--- src/sv/mlfq_pkg.sv ---
// mlfq_pkg: level codes, mode and register codes, quantum reset values and the
// queue command struct shared by the scheduler top level and its queue block.
// Depends on nothing.
package mlfq_pkg;

    localparam int LEVEL_W = 2;

    localparam logic [LEVEL_W-1:0] LVL_TOP = 2'd0;
    localparam logic [LEVEL_W-1:0] LVL_MID = 2'd1;
    localparam logic [LEVEL_W-1:0] LVL_BOT = 2'd2;

    localparam logic MODE_LOAD = 1'b0;
    localparam logic MODE_RUN  = 1'b1;

    localparam logic [1:0] CFG_Q_TOP = 2'd0;
    localparam logic [1:0] CFG_Q_MID = 2'd1;
    localparam logic [1:0] CFG_Q_BOT = 2'd2;

    localparam logic [7:0] Q1_TIME = 8'd1;
    localparam logic [7:0] Q2_TIME = 8'd2;
    localparam logic [7:0] Q3_TIME = 8'd4;

    typedef struct packed {
        logic               pop;
        logic [LEVEL_W-1:0] pop_lvl;
        logic               push;
        logic [LEVEL_W-1:0] push_lvl;
    } q_cmd_t;

endpackage

--- src/sv/mlfq_three_level_scheduler_top.sv ---
// mlfq_three_level_scheduler_top: three-level feedback queue scheduler with a
// process memory and a queue block. Depends on mlfq_pkg and mlfq_queues.
//
// A load item (mode 0) gives no result; busy stays low.
// A run item (mode 1) holds busy high after its transfer, through the fetch,
// execute and statistics states, so no new item is taken until it is through:
// the head index is read from the queue memory, then the process entry is read
// from the process memory at that index, then the slice is computed and written
// back, then the statistics are formed. The result appears on the output ports
// for one cycle with done high, in the cycle after the last of these. A run item
// with all queues empty gives its idle result the cycle after the transfer and
// keeps busy low. The receiver cannot stall results. Configuration writes are always ready.
module mlfq_three_level_scheduler_top
    import mlfq_pkg::*;
#(
    parameter int MAX_PROCS = 8,
    parameter int TIME_BITS = 16
)
(
    input  logic        clk,
    input  logic        rst_n,
    input  logic        start,
    output logic        busy,
    input  logic        mode,
    input  logic [15:0] burst_len,
    input  logic [15:0] arrival_at,
    output logic        done,
    output logic        idle,
    output logic [2:0]  proc_index,
    output logic [1:0]  level,
    output logic [15:0] slice_start,
    output logic [15:0] slice_end,
    output logic [15:0] remaining,
    output logic        finished,
    output logic [15:0] turnaround,
    output logic [15:0] waiting,
    input  logic        cfg_valid,
    output logic        cfg_ready,
    input  logic [1:0]  cfg_index,
    input  logic [7:0]  cfg_data
);

    localparam int IDX_W = (MAX_PROCS > 1) ? $clog2(MAX_PROCS) : 1;
    localparam int CNT_W = $clog2(MAX_PROCS + 1);
    localparam int TW    = TIME_BITS;
    localparam int ENT_W = 3 * TW;
    localparam logic [TW-1:0] TIME_MAX = {TW{1'b1}};

    typedef enum logic [3:0] {
        S_IDLE  = 4'b0001,
        S_FETCH = 4'b0010,
        S_EXEC  = 4'b0100,
        S_STAT  = 4'b1000
    } state_t;

    function automatic logic [15:0] to_out(input logic [TW-1:0] t);
        logic [31:0] w;
        w = 32'(t);
        return w[15:0];
    endfunction

    state_t             state_reg, state_next;
    logic [TW-1:0]      time_reg;
    logic [CNT_W-1:0]   loaded_reg;
    logic [LEVEL_W-1:0] lvl_reg;
    logic [7:0]         q_top_reg, q_mid_reg, q_bot_reg;

    // process memory entry: burst, arrival, remaining
    logic [ENT_W-1:0]   pmem [MAX_PROCS];
    logic [ENT_W-1:0]   prd_reg;
    logic               pwr_en;
    logic [IDX_W-1:0]   pwr_addr;
    logic [ENT_W-1:0]   pwr_data;

    q_cmd_t             qcmd;
    logic [IDX_W-1:0]   push_idx;
    logic [IDX_W-1:0]   head_idx;
    logic [2:0]         nonempty;

    logic               accept;
    logic               load_ok;
    logic [LEVEL_W-1:0] sel_lvl;
    logic [TW-1:0]      burst_in, arrival_in;

    logic [TW-1:0]      p_burst, p_arr, p_rem;
    logic [7:0]         q_raw;
    logic [TW-1:0]      q_eff;
    logic [TW-1:0]      run_len;
    logic [TW:0]        end_sum;
    logic [TW-1:0]      end_time;
    logic [TW-1:0]      new_rem;
    logic [LEVEL_W-1:0] down_lvl;

    logic [TW-1:0]      start_reg, end_reg, rem_reg;
    logic [TW-1:0]      turn_val, wait_val;

    logic               done_reg;
    logic               idle_reg;
    logic [2:0]         idx_out_reg;
    logic [1:0]         lvl_out_reg;
    logic [15:0]        start_out_reg, end_out_reg, rem_out_reg;
    logic               fin_out_reg;
    logic [15:0]        turn_out_reg, wait_out_reg;

    mlfq_queues #(
        .MAX_PROCS (MAX_PROCS),
        .IDX_W     (IDX_W)
    ) u_queues (
        .clk      (clk),
        .rst_n    (rst_n),
        .cmd      (qcmd),
        .push_idx (push_idx),
        .head_idx (head_idx),
        .nonempty (nonempty)
    );

    assign busy      = (state_reg != S_IDLE);
    assign accept    = start && !busy;
    assign cfg_ready = 1'b1;
    assign load_ok   = (loaded_reg < CNT_W'(MAX_PROCS));
    assign burst_in   = TW'(32'(burst_len));
    assign arrival_in = TW'(32'(arrival_at));

    always_comb
    begin
        if (nonempty[0])
        begin
            sel_lvl = LVL_TOP;
        end
        else if (nonempty[1])
        begin
            sel_lvl = LVL_MID;
        end
        else
        begin
            sel_lvl = LVL_BOT;
        end
    end

    // slice arithmetic on the fetched entry
    always_comb
    begin
        p_burst = prd_reg[3*TW-1:2*TW];
        p_arr   = prd_reg[2*TW-1:TW];
        p_rem   = prd_reg[TW-1:0];
        case (lvl_reg)
            LVL_TOP: q_raw = q_top_reg;
            LVL_MID: q_raw = q_mid_reg;
            default: q_raw = q_bot_reg;
        endcase
        if (q_raw == 8'd0)
        begin
            q_eff = TW'(1);
        end
        else
        begin
            q_eff = TW'(q_raw);
        end
        run_len = (p_rem > q_eff) ? q_eff : p_rem;
        end_sum = {1'b0, time_reg} + {1'b0, run_len};
        end_time = end_sum[TW] ? TIME_MAX : end_sum[TW-1:0];
        new_rem  = p_rem - run_len;
        down_lvl = (lvl_reg == LVL_TOP) ? LVL_MID : LVL_BOT;
    end

    always_comb
    begin
        turn_val = (end_reg > p_arr) ? end_reg - p_arr : '0;
        wait_val = (turn_val > p_burst) ? turn_val - p_burst : '0;
    end

    always_comb
    begin
        qcmd     = '0;
        push_idx = head_idx;
        pwr_en   = 1'b0;
        pwr_addr = head_idx;
        pwr_data = {p_burst, p_arr, new_rem};
        if (accept && mode == MODE_LOAD && load_ok)
        begin
            qcmd.push     = 1'b1;
            qcmd.push_lvl = LVL_TOP;
            push_idx      = IDX_W'(loaded_reg);
            pwr_en        = 1'b1;
            pwr_addr      = IDX_W'(loaded_reg);
            pwr_data      = {burst_in, arrival_in, burst_in};
        end
        else if (accept && mode == MODE_RUN && (|nonempty))
        begin
            qcmd.pop     = 1'b1;
            qcmd.pop_lvl = sel_lvl;
        end
        else if (state_reg == S_EXEC)
        begin
            pwr_en = 1'b1;
            if (new_rem != '0)
            begin
                qcmd.push     = 1'b1;
                qcmd.push_lvl = down_lvl;
            end
        end
    end

    always_comb
    begin
        state_next = state_reg;
        case (state_reg)
            S_IDLE:
            begin
                if (accept && mode == MODE_RUN && (|nonempty))
                begin
                    state_next = S_FETCH;
                end
            end
            S_FETCH: state_next = S_EXEC;
            S_EXEC:  state_next = S_STAT;
            S_STAT:  state_next = S_IDLE;
            default: state_next = S_IDLE;
        endcase
    end

    always_ff @(posedge clk or negedge rst_n)
    begin
        if (!rst_n)
        begin
            state_reg  <= S_IDLE;
            time_reg   <= '0;
            loaded_reg <= '0;
            lvl_reg    <= LVL_TOP;
            q_top_reg  <= Q1_TIME;
            q_mid_reg  <= Q2_TIME;
            q_bot_reg  <= Q3_TIME;
            done_reg   <= 1'b0;
        end
        else
        begin
            state_reg <= state_next;
            done_reg  <= (accept && mode == MODE_RUN && !(|nonempty))
                         || (state_reg == S_STAT);
            if (accept && mode == MODE_LOAD && load_ok)
            begin
                loaded_reg <= loaded_reg + 1'b1;
            end
            if (accept && mode == MODE_RUN)
            begin
                lvl_reg <= sel_lvl;
            end
            if (state_reg == S_EXEC)
            begin
                time_reg <= end_time;
            end
            if (cfg_valid && cfg_ready)
            begin
                case (cfg_index)
                    CFG_Q_TOP: q_top_reg <= cfg_data;
                    CFG_Q_MID: q_mid_reg <= cfg_data;
                    CFG_Q_BOT: q_bot_reg <= cfg_data;
                    default:   ;
                endcase
            end
        end
    end

    always_ff @(posedge clk)
    begin
        if (pwr_en)
        begin
            pmem[pwr_addr] <= pwr_data;
        end
        if (state_reg == S_FETCH)
        begin
            prd_reg <= pmem[head_idx];
        end
    end

    // slice values held for the statistics cycle
    always_ff @(posedge clk)
    begin
        if (state_reg == S_EXEC)
        begin
            start_reg <= time_reg;
            end_reg   <= end_time;
            rem_reg   <= new_rem;
        end
    end

    always_ff @(posedge clk)
    begin
        if (accept && mode == MODE_RUN && !(|nonempty))
        begin
            idle_reg      <= 1'b1;
            idx_out_reg   <= '0;
            lvl_out_reg   <= '0;
            start_out_reg <= '0;
            end_out_reg   <= '0;
            rem_out_reg   <= '0;
            fin_out_reg   <= 1'b0;
            turn_out_reg  <= '0;
            wait_out_reg  <= '0;
        end
        else if (state_reg == S_STAT)
        begin
            idle_reg      <= 1'b0;
            idx_out_reg   <= 3'(32'(head_idx));
            lvl_out_reg   <= lvl_reg;
            start_out_reg <= to_out(start_reg);
            end_out_reg   <= to_out(end_reg);
            rem_out_reg   <= to_out(rem_reg);
            fin_out_reg   <= (rem_reg == '0);
            turn_out_reg  <= (rem_reg == '0) ? to_out(turn_val) : 16'd0;
            wait_out_reg  <= (rem_reg == '0) ? to_out(wait_val) : 16'd0;
        end
    end

    assign done        = done_reg;
    assign idle        = idle_reg;
    assign proc_index  = idx_out_reg;
    assign level       = lvl_out_reg;
    assign slice_start = start_out_reg;
    assign slice_end   = end_out_reg;
    assign remaining   = rem_out_reg;
    assign finished    = fin_out_reg;
    assign turnaround  = turn_out_reg;
    assign waiting     = wait_out_reg;

endmodule

--- src/sv/mlfq_queues.sv ---
// mlfq_queues: three circular index queues held in one memory, with head and
// count registers per level and a registered head read.
// Depends on mlfq_pkg (q_cmd_t, level codes).
module mlfq_queues
    import mlfq_pkg::*;
#(
    parameter int MAX_PROCS = 8,
    parameter int IDX_W     = 3
)
(
    input  logic             clk,
    input  logic             rst_n,
    input  q_cmd_t           cmd,
    input  logic [IDX_W-1:0] push_idx,
    output logic [IDX_W-1:0] head_idx,
    output logic [2:0]       nonempty
);

    localparam int CNT_W  = $clog2(MAX_PROCS + 1);
    localparam int SUM_W  = CNT_W + 1;
    localparam int ADDR_W = $clog2(3 * MAX_PROCS);
    localparam int DEPTH  = 3 * MAX_PROCS;

    logic [IDX_W-1:0]  qmem [DEPTH];
    logic [IDX_W-1:0]  rd_reg;

    logic [IDX_W-1:0]  head_reg  [3];
    logic [IDX_W-1:0]  head_next [3];
    logic [CNT_W-1:0]  count_reg  [3];
    logic [CNT_W-1:0]  count_next [3];

    logic [IDX_W-1:0]  pop_head;
    logic [IDX_W-1:0]  push_head;
    logic [CNT_W-1:0]  push_count;
    logic [SUM_W-1:0]  tail_sum;
    logic [IDX_W-1:0]  tail_pos;
    logic [ADDR_W-1:0] pop_addr;
    logic [ADDR_W-1:0] push_addr;
    logic              push_ok;

    always_comb
    begin
        pop_head   = '0;
        push_head  = '0;
        push_count = '0;
        for (int l = 0; l < 3; l++)
        begin
            if (cmd.pop_lvl == LEVEL_W'(l))
            begin
                pop_head = head_reg[l];
            end
            if (cmd.push_lvl == LEVEL_W'(l))
            begin
                push_head  = head_reg[l];
                push_count = count_reg[l];
            end
        end
    end

    // tail position wraps around the circular queue
    always_comb
    begin
        tail_sum = SUM_W'(push_head) + SUM_W'(push_count);
        if (tail_sum >= SUM_W'(MAX_PROCS))
        begin
            tail_sum = tail_sum - SUM_W'(MAX_PROCS);
        end
        tail_pos  = IDX_W'(tail_sum);
        push_ok   = cmd.push && (push_count < CNT_W'(MAX_PROCS));
        pop_addr  = ADDR_W'(cmd.pop_lvl) * ADDR_W'(MAX_PROCS) + ADDR_W'(pop_head);
        push_addr = ADDR_W'(cmd.push_lvl) * ADDR_W'(MAX_PROCS) + ADDR_W'(tail_pos);
    end

    always_comb
    begin
        for (int l = 0; l < 3; l++)
        begin
            head_next[l]  = head_reg[l];
            count_next[l] = count_reg[l];
            if (cmd.pop && cmd.pop_lvl == LEVEL_W'(l))
            begin
                if (head_reg[l] == IDX_W'(MAX_PROCS - 1))
                begin
                    head_next[l] = '0;
                end
                else
                begin
                    head_next[l] = head_reg[l] + 1'b1;
                end
                count_next[l] = count_next[l] - 1'b1;
            end
            if (push_ok && cmd.push_lvl == LEVEL_W'(l))
            begin
                count_next[l] = count_next[l] + 1'b1;
            end
        end
    end

    always_ff @(posedge clk or negedge rst_n)
    begin
        if (!rst_n)
        begin
            for (int l = 0; l < 3; l++)
            begin
                head_reg[l]  <= '0;
                count_reg[l] <= '0;
            end
        end
        else
        begin
            for (int l = 0; l < 3; l++)
            begin
                head_reg[l]  <= head_next[l];
                count_reg[l] <= count_next[l];
            end
        end
    end

    always_ff @(posedge clk)
    begin
        if (push_ok)
        begin
            qmem[push_addr] <= push_idx;
        end
        if (cmd.pop)
        begin
            rd_reg <= qmem[pop_addr];
        end
    end

    assign head_idx = rd_reg;

    always_comb
    begin
        for (int l = 0; l < 3; l++)
        begin
            nonempty[l] = (count_reg[l] != '0);
        end
    end

endmodule

--- config.mk ---
export PLATFORM = sky130hd
export DESIGN_NAME = mlfq_three_level_scheduler_top
export DESIGN_NICKNAME = d
export VERILOG_FILES = /design/src/sv/mlfq_pkg.sv /design/src/sv/mlfq_three_level_scheduler_top.sv /design/src/sv/mlfq_queues.sv
export SDC_FILE = /design/constraint.sdc
export NUM_CORES = 1
export LEC_CHECK = 0
export BUFFER_PORTS_ARGS = -buffer_cell sky130_fd_sc_hd__buf_2
export CELL_PAD_IN_SITES_DETAIL_PLACEMENT = 1
export CELL_PAD_IN_SITES_GLOBAL_PLACEMENT = 2
export CORE_ASPECT_RATIO = 0.75
export CORE_MARGIN = 1.5
export CORE_UTILIZATION = 50
export CTS_BUF_LIST = sky130_fd_sc_hd__clkbuf_8
export DETAILED_ROUTE_END_ITERATION = 7
export PLACE_DENSITY_LB_ADDON = 0.1
export SLEW_MARGIN = 20
export SYNTH_ARGS = -nofsm -noshare
export SYNTH_HDL_FRONTEND = slang
export SYNTH_SLANG_ARGS = --single-unit
--- constraint.sdc ---
create_clock -name clk -period 15.45 [get_ports clk]
set_clock_uncertainty 0.05 [all_clocks]
set_input_delay 3.8625 -clock clk [delete_from_list [all_inputs] [get_ports clk]]
set_output_delay 3.8625 -clock clk [all_outputs]
set_load 0.03 [all_outputs]
==> out/results.txt <==
Outcome - completed
Slew margin rel. - 0.318
Via density - 5.78
Placed inst area - 32400 um^2
Post-Layout Cell Count - 3182
Critical path fanouts, max - 23
FMAX - 106 MHz
Largest cells by area after synthesis - edfxtp_1, mux4_2, dfxtp_1, dfrtp_1, mux2_2
Gpl congestion - 0.843
Seq cells post-synth - 714
Leakage - 12.8 nW
Die width - 289 um
Initial antenna violation count - 5
Synth Cell Area - 30700 um^2
Final WS setup - 6.02 ns
Final Hold Viols - 0
Final setup violation count - 0
H-tree Lvls - 3
Max_cap viols - 0
Clk pin slew, worst setup/hold paths - 0.06 ns
Post-synth top area cell - edfxtp_1
Share of cells above drive strength 1 - 0.224
# placed instances - 2985
Post-route ant nets - 0
Clock tree sinks - 714
Clk Latency, worst-skew pair - 0.73 ns
Hold buffer count at CTS - 0
Cells after Synth - 2099
Crit share post-route - 0.611
Via count - 18.4k
WL met3 - 5270 um
Initial Utilization - 0.506
Core Rows - 78
First-pass DRT Iterations - 5
Highest routed metal layer - met5
CTS tree - yes
Hold Crit Depth - 2
Setup_tns - 0 ns
Synth top area share - 0.543
Global-route wire length before repair - 118000 um
DR WL/cell - 24.7 um
Die area - 62900 um^2
DR iter-0 viols - 1363
Reg-to-reg critical path endpoint - u_queues.qmem[8][2]$_DFFE_PP_
Number of port buffers - 135
CTS resizes - 0
Hpwl dp - 51100 um
DRC Markers - 0
Die H - 218 um
CP dominant cell by count - a21oi_1
Largest register FFs - 384
Longest Clk Path Bufs - 3
Fin crit period - 9.43 ns
Slew Limit Fails - 0
Total wire length - 78500 um
CP peak stage delay - 0.77 ns
WL met1 - 35000 um
Crit start category - flip-flop
Unique masters post-synth - 83
Post-synth EDFFs - 555
Ports - 137
Hold/Removal Path Class - reg2reg
Critical Path End - u_queues.qmem[8][2]$_DFFE_PP_
Slew @ Worst Pin - 1.02 ns
Worst r2r src - lvl_reg[0]$_DFFE_PN0P_
Arr. time, crit path - 9.73 ns
R2R cell count - 34
CP startpoint - lvl_reg[0]$_DFFE_PN0P_
Global-route usage over all layers - 0.254
Gr ovfl total - 0
Fin area - 34400 um^2
Pin count of the biggest net entering global routing - 99
Worst path slowest cell - a2111oi_1
Peak VDD IR - 0.0911 mV
Worst Setup End Kind - flip-flop
Worst slack at placement - 6.09 ns
Most frequently used flop master after synthesis - edfxtp_1
Syn_area_per_cell - 14.6 um^2
Pwr per Cell Area - 160 nW/um^2
Vias in the first global route - 19.3k
Number of setup buffers added after CTS - 0
Sequential cell area fraction in the yosys report - 0.659
RSZ-0062 raised after global routing - no
Critical Path RT - 15.75 ns
Met2 wire length - 36500 um
Synth async-reset ratio - 0.101
Layout area overhead - 12.0%
Layout Nets - 2424
YS warnings - 0
Core footprint - 60600 um^2
Flop-to-flop setup slack - 6.02 ns
Crit Path Class - reg2reg
Cts bufs inserted - 106
Clock Root Buffer - clkbuf_8
kinds of logic after synthesis:
kind of cell | synth area share
xor gates and xnor gates | 0.0200
AOI/OAI and AO/OA | 0.0703
buffers and inverters | 0.0203
other | 0.000245
muxes | 0.119
DFF | 0.659
adders and majority gates | 0.0355
and+or+nand+nor | 0.0761
cell usage in the layout, fill, tap and decap left out, drive strengths merged, types with 35 or more instances in the layout:
cell type and instances:
mux2 90, inv 126, buf 164, clkbuf 112
o21ai 99, nand2 245, xnor2 41, nor3 36
nor2 95, edfxtp 555, mux4 105, ha 79
dfrtp 68, a21o 35, a21oi 122, dfxtp 87
how the worst min path moves through the flow:
stage                                        endpoint                   startpoint
after global routing      slice_start[7]$_SDFFE_PP0P_  slice_start[7]$_SDFFE_PP0P_
after floorplan                start_reg[0]$_DFFE_PP_      time_reg[0]$_DFFE_PN0P_
after detailed placement        finished$_SDFFE_PP0P_        finished$_SDFFE_PP0P_
after global placement          finished$_SDFFE_PP0P_        finished$_SDFFE_PP0P_
final                     turnaround[14]$_SDFFE_PP0P_  turnaround[14]$_SDFFE_PP0P_
after CTS                 turnaround[14]$_SDFFE_PP0P_  turnaround[14]$_SDFFE_PP0P_
stage by stage:
step | total power, mW | utilization | hold slack (ns)
floorplan | 3.59 | - | 0.399
CTS | 5.53 | 0.567 | 0.403
detailed placement | 4.07 | 0.534 | 0.389
global route | 5.77 | 0.567 | 0.421
global placement | 4.00 | 0.534 | 0.377
finish | 5.48 | 0.567 | 0.395
layer usage:
layer / up-vias / track usage
li1: 8356 / -
met1: 9427 / 0.354
met2: 471 / 0.400
met3: 135 / 0.0627
met4: 6 / 0.0705
met5: - / 0
worst max-delay path, delay by kind of cell, from the launching register on:
family | cells | cell delay, ns
simple gates | 11 | 2.14
fa+ha+maj | 5 | 1.58
flops | 1 | 0.68
buf+inv | 2 | 0.28
xor+xnor | 1 | 0.21
mux | 1 | 0.30
compound gates | 14 | 3.83
area by class of cell:
| class | instances | area, um^2 |
|---|---|---|
| sequential | 714 | 20200 |
| timing repair buffer | 164 | 908 |
| inverter | 75 | 282 |
| tap | 800 | 1000 |
| clock inverter | 84 | 445 |
| clock buffer | 112 | 1540 |
| fill | 5868 | 26200 |
| multi-input combinational | 1232 | 9970 |
| antenna | 1 | 2.50 |
power by group:
part / internal, mW / switching [mW]
Clock: 0.723 / 0.735
Sequential: 2.37 / 0.123
Combinational: 0.572 / 0.958
cell usage after synthesis (4+ instances only):
master and n:
fa_1 5, clkbuf_1 62, nand2b_1 14, a211oi_1 22
a221oi_1 5, or2_2 4, inv_1 74, mux2i_1 26
a21oi_1 121, nor3_1 36, dfrtp_1 68, o21bai_1 7
and3_1 6, nand4_1 10, nor2b_1 13, o21a_1 5
mux2_2 88, a21o_1 35, xor2_1 29, nand3b_1 5
dfstp_2 4, o21ai_0 92, nor4_1 11, nor2_1 94
buf_1 15, dfxtp_1 87, o21ai_1 7, buf_2 5
or4_1 6, a311oi_1 4, a22o_1 9, or3_1 12
xnor2_1 41, a31oi_1 11, ha_1 79, nor4b_2 5
nand3_1 13, nand2_1 245, edfxtp_1 555, mux4_2 105
Note: power is estimated with default switching activity, not from simulation.
